## src/rtl/core/radix_integer_to_text_core_defines.svh

```systemverilog
`ifndef RADIX_INTEGER_TO_TEXT_CORE_DEFINES_SVH
`define RADIX_INTEGER_TO_TEXT_CORE_DEFINES_SVH

// same-cycle implication
`define RITT_ASSERT_NOW(label, clk, rst, cond, check, msg) \
   label: assert property (@(posedge clk) disable iff (rst) (cond) |-> (check)) \
      else $error(msg);

// next-cycle implication
`define RITT_ASSERT_NEXT(label, clk, rst, cond, check, msg) \
   label: assert property (@(posedge clk) disable iff (rst) (cond) |=> (check)) \
      else $error(msg);

`endif

```

## src/rtl/core/ritt_pkg.sv

```systemverilog
`default_nettype none

package ritt_pkg;

   localparam int VALUE_W    = 64;
   localparam int DIGIT_W    = 4;
   localparam int CHAR_W     = 8;
   localparam int COUNT_W    = 7;
   localparam int BITS_PER_STEP = 4;
   localparam int DIV_STEPS  = VALUE_W / BITS_PER_STEP;
   localparam int STEP_W     = $clog2(DIV_STEPS);
   localparam int SIGNED_W   = 32;
   localparam int CSR_ADDR_W = 5;
   localparam int CSR_DATA_W = 32;

   localparam logic [CHAR_W-1:0] MINUS_CHAR = 8'h2D;

   localparam logic [4:0]  RADIX_RESET = 5'd10;
   localparam logic [31:0] SYM0_RESET  = 32'd858927408;
   localparam logic [31:0] SYM1_RESET  = 32'd926299444;
   localparam logic [31:0] SYM2_RESET  = 32'd1650538808;
   localparam logic [31:0] SYM3_RESET  = 32'd1717920931;

   typedef enum logic [2:0] {
      REG_RADIX = 3'd0,
      REG_SYM0  = 3'd1,
      REG_SYM1  = 3'd2,
      REG_SYM2  = 3'd3,
      REG_SYM3  = 3'd4
   } reg_index_type;

   typedef logic [3:0][31:0] symbols_type;

   typedef struct packed {
      logic [VALUE_W-1:0] magnitude;
      logic               negative;
   } job_type;

   function automatic logic [CHAR_W-1:0] symbol_of(symbols_type syms,
                                                    logic [DIGIT_W-1:0] digit);
      return syms[digit[3:2]][{digit[1:0], 3'b000} +: CHAR_W];
   endfunction

endpackage

`default_nettype wire

```

## src/rtl/core/ritt_ram.sv

```systemverilog
`default_nettype none

module ritt_ram #(
   parameter int WIDTH = 4,
   parameter int DEPTH = 64
) (
   input  wire logic                     clock,
   input  wire logic                     wr_en,
   input  wire logic [$clog2(DEPTH)-1:0] wr_addr,
   input  wire logic [WIDTH-1:0]         wr_data,
   input  wire logic [$clog2(DEPTH)-1:0] rd_addr,
   output logic      [WIDTH-1:0]         rd_data
);

   logic [WIDTH-1:0] mem_ff [DEPTH];
   logic [WIDTH-1:0] rd_data_ff;

   always_ff @(posedge clock) begin
      if (wr_en) begin
         mem_ff[wr_addr] <= wr_data;
      end
      rd_data_ff <= mem_ff[rd_addr];
   end

   assign rd_data = rd_data_ff;

endmodule

`default_nettype wire

```

## src/rtl/core/ritt_front.sv

```systemverilog
`default_nettype none

module ritt_front (
   input  wire logic                          clock,
   input  wire logic                          reset,
   input  wire logic                          req_tvalid,
   output logic                               req_tready,
   input  wire logic [ritt_pkg::VALUE_W-1:0]  req_tdata,
   input  wire logic                          req_tuser,
   output logic                               job_valid,
   input  wire logic                          job_ready,
   output ritt_pkg::job_type                  job
);

   ritt_pkg::job_type queue_ff [2];
   logic              wr_ptr_ff;
   logic              rd_ptr_ff;
   logic [1:0]        fill_ff;

   ritt_pkg::job_type incoming;
   logic [ritt_pkg::SIGNED_W-1:0] low_word;
   logic [ritt_pkg::SIGNED_W-1:0] low_mag;
   logic push;
   logic pop;

   always_comb begin
      low_word = req_tdata[ritt_pkg::SIGNED_W-1:0];
      incoming.negative = req_tuser & low_word[ritt_pkg::SIGNED_W-1];
      low_mag = incoming.negative ? (~low_word + 1'b1) : low_word;
      if (req_tuser) begin
         incoming.magnitude = {{(ritt_pkg::VALUE_W-ritt_pkg::SIGNED_W){1'b0}}, low_mag};
      end else begin
         incoming.magnitude = req_tdata;
      end
   end

   assign req_tready = (fill_ff != 2'd2);
   assign job_valid  = (fill_ff != 2'd0);
   assign job        = queue_ff[rd_ptr_ff];
   assign push       = req_tvalid & req_tready;
   assign pop        = job_valid & job_ready;

   always_ff @(posedge clock) begin
      if (push) begin
         queue_ff[wr_ptr_ff] <= incoming;
      end
      if (reset) begin
         wr_ptr_ff <= 1'b0;
         rd_ptr_ff <= 1'b0;
         fill_ff   <= 2'd0;
      end else begin
         if (push) begin
            wr_ptr_ff <= ~wr_ptr_ff;
         end
         if (pop) begin
            rd_ptr_ff <= ~rd_ptr_ff;
         end
         case ({push, pop})
            2'b10:   fill_ff <= fill_ff + 2'd1;
            2'b01:   fill_ff <= fill_ff - 2'd1;
            default: fill_ff <= fill_ff;
         endcase
      end
   end

endmodule

`default_nettype wire

```

## src/rtl/core/ritt_back.sv

```systemverilog
`default_nettype none
`include "radix_integer_to_text_core_defines.svh"

module ritt_back #(
   parameter int MAX_DIGITS = 64,
   parameter int MAX_RADIX  = 16
) (
   input  wire logic                                 clock,
   input  wire logic                                 reset,
   input  wire logic                                 job_valid,
   output logic                                      job_ready,
   input  wire ritt_pkg::job_type                    job,
   input  wire logic [$clog2(MAX_RADIX+1)-1:0]       radix,
   input  wire ritt_pkg::symbols_type                syms,
   output logic                                      rsp_tvalid,
   input  wire logic                                 rsp_tready,
   output logic [15:0]                               rsp_tdata,
   output logic                                      rsp_tlast
);

   localparam int ADDR_W  = $clog2(MAX_DIGITS);
   localparam int TOT_W   = $clog2(MAX_DIGITS+1);
   localparam int DIV_W   = ritt_pkg::DIGIT_W + 1;
   localparam int VALUE_W = ritt_pkg::VALUE_W;
   localparam int DIGIT_W = ritt_pkg::DIGIT_W;
   localparam int STEP_W  = ritt_pkg::STEP_W;
   localparam int COUNT_W = ritt_pkg::COUNT_W;
   localparam int CHAR_W  = ritt_pkg::CHAR_W;

   typedef enum logic [2:0] {
      ST_IDLE,
      ST_DIV,
      ST_READ,
      ST_LOAD,
      ST_OUT
   } state_type;

   state_type           state_ff;
   logic [VALUE_W-1:0]  value_ff;
   logic [DIGIT_W-1:0]  rem_ff;
   logic [STEP_W-1:0]   step_ff;
   logic [TOT_W-1:0]    total_ff;
   logic                neg_ff;
   logic [COUNT_W-1:0]  chars_ff;
   logic                rsp_valid_ff;
   logic [CHAR_W-1:0]   out_char_ff;
   logic [COUNT_W-1:0]  out_count_ff;
   logic                out_last_ff;

   logic [VALUE_W-1:0]  div_value;
   logic [DIGIT_W-1:0]  div_rem;
   logic [DIV_W-1:0]    trial;
   logic [DIV_W-1:0]    divisor;
   logic [TOT_W-1:0]    next_total;
   logic                ram_wr_en;
   logic [ADDR_W-1:0]   ram_rd_addr;
   logic [DIGIT_W-1:0]  ram_rd_data;

   // four quotient bits per cycle, restoring
   always_comb begin
      divisor   = DIV_W'(radix);
      div_value = value_ff;
      div_rem   = rem_ff;
      trial     = '0;
      for (int j = 0; j < ritt_pkg::BITS_PER_STEP; j++) begin
         trial     = {div_rem, div_value[VALUE_W-1]};
         div_value = {div_value[VALUE_W-2:0], 1'b0};
         if (trial >= divisor) begin
            trial        = trial - divisor;
            div_value[0] = 1'b1;
         end
         div_rem = trial[DIGIT_W-1:0];
      end
   end

   assign next_total  = total_ff + 1'b1;
   assign ram_wr_en   = (state_ff == ST_DIV) && (step_ff == STEP_W'(ritt_pkg::DIV_STEPS-1));
   assign ram_rd_addr = ADDR_W'(total_ff - 1'b1);

   ritt_ram #(
      .WIDTH (DIGIT_W),
      .DEPTH (MAX_DIGITS)
   ) u_digit_ram (
      .clock   (clock),
      .wr_en   (ram_wr_en),
      .wr_addr (total_ff[ADDR_W-1:0]),
      .wr_data (div_rem),
      .rd_addr (ram_rd_addr),
      .rd_data (ram_rd_data)
   );

   assign job_ready  = (state_ff == ST_IDLE);
   assign rsp_tvalid = rsp_valid_ff;
   assign rsp_tlast  = out_last_ff;
   assign rsp_tdata  = {1'b0, out_count_ff, out_char_ff};

   always_ff @(posedge clock) begin
      if (reset) begin
         state_ff     <= ST_IDLE;
         rsp_valid_ff <= 1'b0;
         total_ff     <= '0;
      end else begin
         case (state_ff)
            ST_IDLE: begin
               if (job_valid) begin
                  value_ff <= job.magnitude;
                  neg_ff   <= job.negative;
                  rem_ff   <= '0;
                  step_ff  <= '0;
                  total_ff <= '0;
                  state_ff <= ST_DIV;
               end
            end
            ST_DIV: begin
               value_ff <= div_value;
               rem_ff   <= ram_wr_en ? '0 : div_rem;
               step_ff  <= step_ff + 1'b1;
               if (ram_wr_en) begin
                  total_ff <= next_total;
                  if ((div_value == '0) || (next_total == TOT_W'(MAX_DIGITS))) begin
                     if (neg_ff) begin
                        out_char_ff  <= ritt_pkg::MINUS_CHAR;
                        out_count_ff <= COUNT_W'(1);
                        out_last_ff  <= 1'b0;
                        chars_ff     <= COUNT_W'(1);
                        rsp_valid_ff <= 1'b1;
                        state_ff     <= ST_OUT;
                     end else begin
                        chars_ff <= '0;
                        state_ff <= ST_READ;
                     end
                  end
               end
            end
            ST_READ: begin
               state_ff <= ST_LOAD;
            end
            ST_LOAD: begin
               out_char_ff  <= ritt_pkg::symbol_of(syms, ram_rd_data);
               out_count_ff <= chars_ff + 1'b1;
               out_last_ff  <= (total_ff == TOT_W'(1));
               chars_ff     <= chars_ff + 1'b1;
               total_ff     <= total_ff - 1'b1;
               rsp_valid_ff <= 1'b1;
               state_ff     <= ST_OUT;
            end
            ST_OUT: begin
               if (rsp_tready) begin
                  rsp_valid_ff <= 1'b0;
                  state_ff     <= out_last_ff ? ST_IDLE : ST_READ;
               end
            end
            default: begin
               state_ff     <= ST_IDLE;
               rsp_valid_ff <= 1'b0;
            end
         endcase
      end
   end

   `RITT_ASSERT_NOW(a_rem_below_radix, clock, reset, (state_ff == ST_DIV),
      ({1'b0, rem_ff} < divisor), "remainder not below radix")
   `RITT_ASSERT_NOW(a_total_bounded, clock, reset, 1'b1,
      (total_ff <= TOT_W'(MAX_DIGITS)), "digit total beyond store depth")
   `RITT_ASSERT_NOW(a_last_empties_store, clock, reset, (rsp_valid_ff && out_last_ff),
      (total_ff == '0), "last item with digits left")
   `RITT_ASSERT_NEXT(a_digit_counted, clock, reset, ram_wr_en,
      (total_ff == $past(next_total)), "digit written but not counted")

endmodule

`default_nettype wire

```

## src/rtl/core/radix_integer_to_text_core.sv

```systemverilog
// channel   | dir | handshake            | payload
// req       | in  | req_tvalid/tready    | tdata: number; tuser: signed_int
// rsp       | out | rsp_tvalid/tready    | tdata: character, count; tlast: last
// csr       | in  | psel/penable/pwrite  | radix, four symbol registers
//
// one digit per division pass of the radix divider (4 quotient bits a cycle)
// each digit character then passes through the READ, LOAD and OUT states, holding in OUT while rsp stalls
// a 2-deep queue lets the front take new numbers while the divider is busy
// synchronous active-high reset clears control state and loads register defaults
`default_nettype none

module radix_integer_to_text_core #(
   parameter int MAX_DIGITS = 64,
   parameter int MAX_RADIX  = 16
) (
   input  wire logic                              clock,
   input  wire logic                              reset,
   input  wire logic                              req_tvalid,
   output logic                                   req_tready,
   input  wire logic [ritt_pkg::VALUE_W-1:0]      req_tdata,   // number[63:0]
   input  wire logic                              req_tuser,   // signed_int
   output logic                                   rsp_tvalid,
   input  wire logic                              rsp_tready,
   output logic [15:0]                            rsp_tdata,   // character[7:0], count[14:8]
   output logic                                   rsp_tlast,
   input  wire logic                              csr_psel,
   input  wire logic                              csr_penable,
   input  wire logic                              csr_pwrite,
   input  wire logic [ritt_pkg::CSR_ADDR_W-1:0]   csr_paddr,
   input  wire logic [ritt_pkg::CSR_DATA_W-1:0]   csr_pwdata,
   output logic [ritt_pkg::CSR_DATA_W-1:0]        csr_prdata,
   output logic                                   csr_pready
);

   localparam int RADIX_W = $clog2(MAX_RADIX+1);

   logic [RADIX_W-1:0]     radix_ff;
   ritt_pkg::symbols_type  syms_ff;

   ritt_pkg::reg_index_type csr_index;
   logic                    csr_write;
   logic [4:0]              radix_wr;
   logic [RADIX_W-1:0]      radix_in;

   logic              job_valid;
   logic              job_ready;
   ritt_pkg::job_type job;

   assign csr_pready = 1'b1;
   assign csr_index  = ritt_pkg::reg_index_type'(csr_paddr[4:2]);
   assign csr_write  = csr_psel & csr_penable & csr_pwrite & csr_pready;
   assign radix_wr   = csr_pwdata[4:0];

   always_comb begin
      if (radix_wr < 5'd2) begin
         radix_in = RADIX_W'(2);
      end else if (radix_wr > 5'(MAX_RADIX)) begin
         radix_in = RADIX_W'(MAX_RADIX);
      end else begin
         radix_in = RADIX_W'(radix_wr);
      end
   end

   always_ff @(posedge clock) begin
      if (reset) begin
         radix_ff   <= RADIX_W'(ritt_pkg::RADIX_RESET);
         syms_ff[0] <= ritt_pkg::SYM0_RESET;
         syms_ff[1] <= ritt_pkg::SYM1_RESET;
         syms_ff[2] <= ritt_pkg::SYM2_RESET;
         syms_ff[3] <= ritt_pkg::SYM3_RESET;
      end else if (csr_write) begin
         case (csr_index)
            ritt_pkg::REG_RADIX: radix_ff   <= radix_in;
            ritt_pkg::REG_SYM0:  syms_ff[0] <= csr_pwdata;
            ritt_pkg::REG_SYM1:  syms_ff[1] <= csr_pwdata;
            ritt_pkg::REG_SYM2:  syms_ff[2] <= csr_pwdata;
            ritt_pkg::REG_SYM3:  syms_ff[3] <= csr_pwdata;
            default:             radix_ff   <= radix_ff;
         endcase
      end
   end

   always_comb begin
      case (csr_index)
         ritt_pkg::REG_RADIX: csr_prdata = ritt_pkg::CSR_DATA_W'(radix_ff);
         ritt_pkg::REG_SYM0:  csr_prdata = syms_ff[0];
         ritt_pkg::REG_SYM1:  csr_prdata = syms_ff[1];
         ritt_pkg::REG_SYM2:  csr_prdata = syms_ff[2];
         ritt_pkg::REG_SYM3:  csr_prdata = syms_ff[3];
         default:             csr_prdata = '0;
      endcase
   end

   ritt_front u_front (
      .clock      (clock),
      .reset      (reset),
      .req_tvalid (req_tvalid),
      .req_tready (req_tready),
      .req_tdata  (req_tdata),
      .req_tuser  (req_tuser),
      .job_valid  (job_valid),
      .job_ready  (job_ready),
      .job        (job)
   );

   ritt_back #(
      .MAX_DIGITS (MAX_DIGITS),
      .MAX_RADIX  (MAX_RADIX)
   ) u_back (
      .clock      (clock),
      .reset      (reset),
      .job_valid  (job_valid),
      .job_ready  (job_ready),
      .job        (job),
      .radix      (radix_ff),
      .syms       (syms_ff),
      .rsp_tvalid (rsp_tvalid),
      .rsp_tready (rsp_tready),
      .rsp_tdata  (rsp_tdata),
      .rsp_tlast  (rsp_tlast)
   );

endmodule

`default_nettype wire
```

## config.mk

```make
export PLATFORM = sky130hd
export DESIGN_NAME = radix_integer_to_text_core
export DESIGN_NICKNAME = d
export VERILOG_FILES = /design/src/rtl/core/ritt_pkg.sv /design/src/rtl/core/ritt_ram.sv /design/src/rtl/core/ritt_front.sv /design/src/rtl/core/ritt_back.sv /design/src/rtl/core/radix_integer_to_text_core.sv
export VERILOG_INCLUDE_DIRS = /design/src /design/src/rtl/core
export SDC_FILE = /design/constraint.sdc
export NUM_CORES = 1
export LEC_CHECK = 0
export ABC_CLOCK_PERIOD_IN_PS = 7600
export BUFFER_PORTS_ARGS = -buffer_cell sky130_fd_sc_hd__buf_2
export CAP_MARGIN = 15
export CORE_MARGIN = 2
export CORE_UTILIZATION = 38
export CTS_CLUSTER_SIZE = 14
export DETAILED_ROUTE_END_ITERATION = 16
export GPL_ROUTABILITY_DRIVEN = 0
export GPL_TIMING_DRIVEN = 0
export SKIP_CTS_REPAIR_TIMING = 1
export SLEW_MARGIN = 20
export SYNTH_ARGS = -nofsm -noshare
export SYNTH_HDL_FRONTEND = slang
export SYNTH_SLANG_ARGS = --single-unit
```

## constraint.sdc

```tcl
create_clock -name clock -period 7.6 [get_ports clock]
set_input_delay 1.14 -clock clock [delete_from_list [all_inputs] [get_ports clock]]
set_output_delay 1.14 -clock clock [all_outputs]
set_load 0.01 [all_outputs]
```

Word-level counts from Yosys, hierarchy flattened
Memory sizes are Yosys's and may differ from the RTL's. A register that Yosys moved wholly into a read port is not among the register bits.
Index checks and enable logic that the tools add are counted.

storage, ports and cells
  flip-flop bits (word level) = 244
  bits in writable memories = 386
  input port bits = 109
  output and inout bits = 52
  word-level logic and storage cells = 151
  memories = 2

memory list
  memory                     depth  bits a word  read ports  clocked after Yosys merged registers in  write ports  RTL line          text
  u_back.u_digit_ram.mem_ff  64     4            1           1                                        1            ritt_ram.sv:15    logic [WIDTH-1:0] mem_ff [DEPTH];
  u_front.queue_ff           2      65           1           1                                        1            ritt_front.sv:15  ritt_pkg::job_type queue_ff [2];

operators by class
  add/sub/neg operators = 11
  magnitude comparators = 7
  equality and inequality tests = 19
  shift operators = 1
  multiplexer cells = 59
  bitwise gates (word level) = 10
  reductions and logical operators = 23

operators by type and width
  kind                     count
  $pmux W32 S5             1
  $mux W64                 2
  $pmux W64 S2             1
  $bmux W32 S2             1
  $logic_not A64 Y1        1
  $mux W32                 2
  $mux W7                  7
  $add A32 B1 Y32 const B  1
  $not A32 Y32             1
  $shiftx A32 B6 Y8        1
  $pmux W7 S2              2
  $mux W4                  6
  $mux W8                  3
  $pmux W7 S3              1
  $ge A5 B5 Y1             4
  $mux W1                  18
  $pmux W4 S2              2
  $pmux W8 S2              1
  $sub A4 B4 Y4            4
  $mux W3                  5
  $pmux W3 S5              1
  $add A7 B1 Y7 const B    2
  $eq A3 B2 Y1 const B     4
  $mux W5                  2
  other kinds (32)         57

Depth between registers and ports, before layout
  depth after elaboration = 13
  depth in mapped cells = 28
  mapped depth without buffers = 27

Cells and area by module
Synthesis repeated with hierarchy kept, for this count alone.

unflattened totals
  cells, all modules = 2261
  area total of the unflattened synthesis = 29480.8 µm²

by module, submodules not included
  module                      times used  cells an instance  area an instance (µm²)  seq. area each (µm²)
  ritt_ram                    1           521                10396.2                 7767.4
  ritt_back                   1           642                6777.8                  3103.0
  radix_integer_to_text_core  1           733                6369.9                  2662.6
  ritt_front                  1           365                5936.9                  4003.8

Worst setup path before layout
No wires, ideal clock.

  path kind = register -> register
  start point = register radix_ff[1]
  end point = memory u_back.u_digit_ram.mem_ff[0][3], data pin
  setup time = 0.569 ns
  arrival = 7.090 ns
  required time = 7.031 ns
  setup slack = -0.059 ns
  stages on the path, launching flop included = 23
  path buffers = 1
  clock period less this slack = 7.659 ns
  cells stage by stage = dfxtp_1 inv_1 ha_1 a31oi_1 o21ai_1 mux2_2 ha_1 a21oi_1 o21ai_0 a31oi_1 clkbuf_1 nor2_1 a21oi_1 inv_1 ha_1 a311o_1 o22ai_1 o21ai_0 ha_1 nand2_1 o21ai_0 a31o_2 mux2i_1

between the ends
  cells in the longest elaborated chain, start to end = 8
  elaborated cells on any way between the ends = 12
  those cells by class = 4 x add/sub; 4 x order compare; 4 x mux

ends and longest elaborated chain
  what                                                  RTL line                          text
  start, declared                                       radix_integer_to_text_core.sv:37  logic [RADIX_W-1:0] radix_ff;
  start signal, assigned                                radix_integer_to_text_core.sv:66  radix_ff <= RADIX_W'(ritt_pkg::RADIX_RESET);
  start signal, assigned                                radix_integer_to_text_core.sv:73  ritt_pkg::REG_RADIX: radix_ff <= radix_in;
  start signal, assigned                                radix_integer_to_text_core.sv:78  default: radix_ff <= radix_ff;
  $sub A4 B4 Y4 / $ge A5 B5 Y1 (equally long branches)  ritt_back.sv:69, ritt_back.sv:68
  $mux W4                                               ritt_back.sv:68                   if (trial >= divisor) begin
  $sub A4 B4 Y4 / $ge A5 B5 Y1 (equally long branches)  ritt_back.sv:69, ritt_back.sv:68
  $mux W4                                               ritt_back.sv:68
  $ge A5 B5 Y1 / $sub A4 B4 Y4 (equally long branches)  ritt_back.sv:68, ritt_back.sv:69
  $mux W4                                               ritt_back.sv:68
  $sub A4 B4 Y4 / $ge A5 B5 Y1 (equally long branches)  ritt_back.sv:69, ritt_back.sv:68
  $mux W4 (*)                                           ritt_back.sv:68
  net u_back.trial[3]                                   ritt_back.sv:52                   logic [DIV_W-1:0] trial;
  end, declared                                         ritt_ram.sv:15

The timed path passes the listed nets; every way through them passes the cells marked *.

Final worst setup path
  start point = register radix_ff[1]
  end point = register u_back.out_count_ff[3] (enable)

between the ends
  cells in the longest elaborated chain, start to end = 12
  elaborated cells on any way between the ends = 18
  those cells by class = 3 x add/sub; 4 x order compare; 1 x eq/ne; 7 x mux; 3 x reduce/logical

ends and longest elaborated chain
  what                                                  RTL line                          text
  $sub A4 B4 Y4 / $ge A5 B5 Y1 (equally long branches)  ritt_back.sv:69, ritt_back.sv:68
  $mux W4                                               ritt_back.sv:68
  $sub A4 B4 Y4 / $ge A5 B5 Y1 (equally long branches)  ritt_back.sv:69, ritt_back.sv:68
  $mux W4                                               ritt_back.sv:68
  $sub A4 B4 Y4 / $ge A5 B5 Y1 (equally long branches)  ritt_back.sv:69, ritt_back.sv:68
  $mux W4                                               ritt_back.sv:68
  $ge A5 B5 Y1                                          ritt_back.sv:68
  $mux W1                                               ritt_back.sv:68
  $logic_not A64 Y1 (*)                                 ritt_back.sv:120                  if ((div_value == '0) || (next_total == TOT_W'(MAX_DIGITS))) begin
  $logic_or A1 B1 Y1 (*)                                ritt_back.sv:120
  $ne A2 B2 Y1 (no line) (*)                            n/a
  $reduce_and A5 Y1 (no line) (*)                       n/a
  end signal, assigned                                  ritt_back.sv:140                  out_count_ff <= chars_ff + 1'b1;
  end, declared                                         ritt_back.sv:47                   logic [COUNT_W-1:0] out_count_ff;

Mark *: on every way between the ends. The rest lies on a longest branch, timed or not.
A chain may end at the register's enable or synchronous reset.

==> flow_summary.ini <==
[grt]
grt_usage_pct = 19.9
globalRouteOverflowTotal = 0
grt_max_degree = 66
antenna_found_initial = 5
grt_pass1_vias = 18900
grt_pass1_wl_um = 113000

[sta]
setup_viol = 0
holdWs_ps = 471
max_slew_margin_pct = 22.1
finalHoldViolCount = 0
post-route-period-util_pct = 95.0
rsz0062_at_grt = no
post-route-min-period_ps = 7220
fmaxAchievable_mhz = 138
tns_ps = 0
skew_ps = 38.9
worst_pin_slew_ps = 1160
report.final.slew_viol_count = 0

[clock_network]
clock_sinks = 635
worstSkewPairLatency_ps = 620
htreeDepth = 3
cts_tree = yes
clkTransAtPathRegs_ps = 60
root_buffer = clkbuf_16
cts_buffers = 69
clockBufferDepth = 3

[synth]
synth_cells = 2117
synth_seq_area_share_pct = 63.1
synth_area_um2 = 27800
ys_ff_latch = 635
ys_warn_count = 0
synth_edf_count = 482
async_reset_ff_share_pct = 0
synth.distinct_cells = 59
synth_top_cell_area_share_pct = 52.1
avgSynthCellArea_um2 = 13.1
synth_top_cells_by_area = edfxtp_1 (52%), dfxtp_1 (11%), mux4_2 (9.7%)
synth-main-ff-cell = edfxtp_1
synth_fp_nets = 2257
synth_area_leader_cell = edfxtp_1

[finish]
drive_above_1_share_pct = 18.8
multi_input_area_um2 = 9780
seqCellArea_um2 = 17500
area_growth_pct = 16.8
num-nets-final = 2504
design_area_um2 = 32500
fillers = 6525

[worst_setup_path]
path_class = register to register
critPathLaunch = radix_ff[1]
cp.arrival_ps = 7530
end_kind = register
critPathRequiredTime_ps = 7910
reg2reg_from = radix_ff[1]
worstSetupStartpointType = register
crit_fanout = 11

[floorplan]
core_um2 = 72700
floorplan.die_area_um2 = 75300
die_w_um = 274
std_cell_rows = 99
io_pins = 161
start_util_pct = 38.2
die_h_um = 274

[power]
leakage_nw = 11.0
p_per_area_nw_per_um2 = 587
peakVddDrop_uv = 1440

[placed_design]
port_buffers = 153
dp_hpwl_um = 52000
dpl_cell_area_um2 = 30100

[routing]
drtIter0Drc = 1867
dr.pass1.iters = 5
num_vias = 18800
drtAntennaViolNets = 0
routedWlPerCell_um = 22.2
post-route-drc-count = 0
drt_wl_total_um = 75100
via_per_inst = 5.55

[worst_hold_path]
hold_class = register to register
hold_start = syms_ff[105]

[status]
outcome = finished clean

[flow_run]
cap_violations = 0
-- logic make-up after synthesis --
kind of cell             count (synthesis)  share of synthesized area (%)
buffers and inverters                  159                           2.19
XOR/XNOR                                57                           1.80
flip-flops                             635                           63.1
AND/OR/NAND/NOR                        726                           12.1
multiplexers                           199                           12.6
adder cells (fa/ha/maj)                 31                           1.50
AO/OA/AOI/OAI                          308                           6.69
other                                    2                         0.0270
-- per-layer routing --
layer	track usage [%]	up-vias	part of all wire, %
li1	-	8381	-
met1	26.4	9337	41
met2	32.3	877	48
met3	3.87	164	8.1
met4	7.57	0	3.2
met5	0	-	0
-- placed cells by master (no fill, tap or decap), types with 7 or more instances in the layout --
cell       instances
ha_1              27
clkinv_1           9
buf_1             15
nand3b_1          61
o21ai_0           83
a22oi_1           75
nand2b_1           7
edfxtp_1         482
nor2b_1           49
xor2_1            31
buf_2            157
mux2i_1           66
a21oi_1           99
nor3_1            10
clkinv_2          15
nand3_1           17
nor4_1            20
buf_4             16
dfxtp_1          153
a21o_1             8
o22ai_1            7
mux4_2           120
clkbuf_1         121
mux2_2            10
xnor2_1           25
inv_1             23
nand2_1          382
and3_1            10
clkbuf_16         72
nor2_1           128
-- per-stage QoR --
stage / util, % / cells / total power, mW / setup slack (ps)
after floorplan: - / 2117 / 10.5 / 2.41
after global placement: 40.9 / 3229 / 10.4 / -3470
after detailed placement: 41.4 / 3245 / 15.7 / -1010
after CTS: 44.5 / 3372 / 19.0 / -968
after global routing: 44.7 / 3382 / 19.6 / 1.40
final: 44.7 / 3383 / 19.1 / 377
-- final cells by class --
cell class	count	area share, %
Sequential cell	635	54.0
Multi-Input combinational cell	1323	30.1
Clock buffer	88	5.85
Tap cell	959	3.69
Timing Repair Buffer	176	3.30
Buffer	136	1.63
Clock inverter	39	1.14
Inverter	23	0.266
Antenna cell	4	0.0308
-- synth_stat cells, drive strengths merged, types with 7 or more instances --
library cell    n
dfxtp         153
xnor2          26
buf            25
ha             27
nand3          17
nor4           21
inv            23
nor3           13
a22oi          75
mux4          120
edfxtp        482
xor2           31
nand3b         61
o21ai          86
o22ai           8
mux2           11
nor2b          49
a21o            8
mux2i          68
nor2          129
a21oi         101
nand2         382
clkbuf        111
nand2b          7
and3           11
-- critical path: stages, from the launching register on --
cell      delay (ps)
dfxtp_1          480
inv_1            260
ha_1             370
a31oi_1          100
o21ai_2          300
mux2_2           400
ha_1             340
a21oi_1          130
o21ai_0          140
a31oi_2          330
clkbuf_2         330
nor2_1            90
a21oi_2          220
inv_1             80
ha_1             310
a311o_1          360
o22ai_4          300
mux2i_2          390
ha_1             350
a21oi_1          140
o21ai_0          160
a31oi_2          330
and3_1           220
a21oi_1          200
nor3_4           350
buf_4            250
-- power by group --
part,leakage [nW],internal (mW),switching (mW)
sequential,5.66,7.54,0.161
clock,1.11,1.98,1.38
combinational,4.25,2.57,5.42
-- path summary, 6_finish.rpt --
path | end | slack (ps) | depth (start not counted)
worst min-delay path | syms_ff[105] | 470 | 2
worst max register to register | u_back.out_count_ff[3] | 380 | 25
worst min register to register | syms_ff[105] | 470 | 2
worst max-delay path | u_back.out_count_ff[3] | 380 | 25
-- sequential cells by signal (all words and copies together) (netlist names), named ones only --
| name | flops |
|---|---|
| u_back.total_ff | 7 |
| u_back.rsp_tvalid | 1 |
| u_back.rem_ff | 4 |
| syms_ff | 128 |
| u_back.step_ff | 4 |
| u_front.queue_ff | 130 |
| u_back.out_count_ff | 7 |
| u_back.state_ff | 3 |
| u_front.wr_ptr_ff | 1 |
| u_back.u_digit_ram.rd_data | 4 |
| u_front.rd_ptr_ff | 1 |
| u_back.rsp_tlast | 1 |
| u_back.value_ff | 64 |
| u_back.chars_ff | 7 |
| u_back.neg_ff | 1 |
| u_back.u_digit_ram.mem_ff | 256 |
| radix_ff | 5 |
| u_front.fill_ff | 2 |
| u_back.out_char_ff | 8 |
Power figures use the tool's default switching activity.
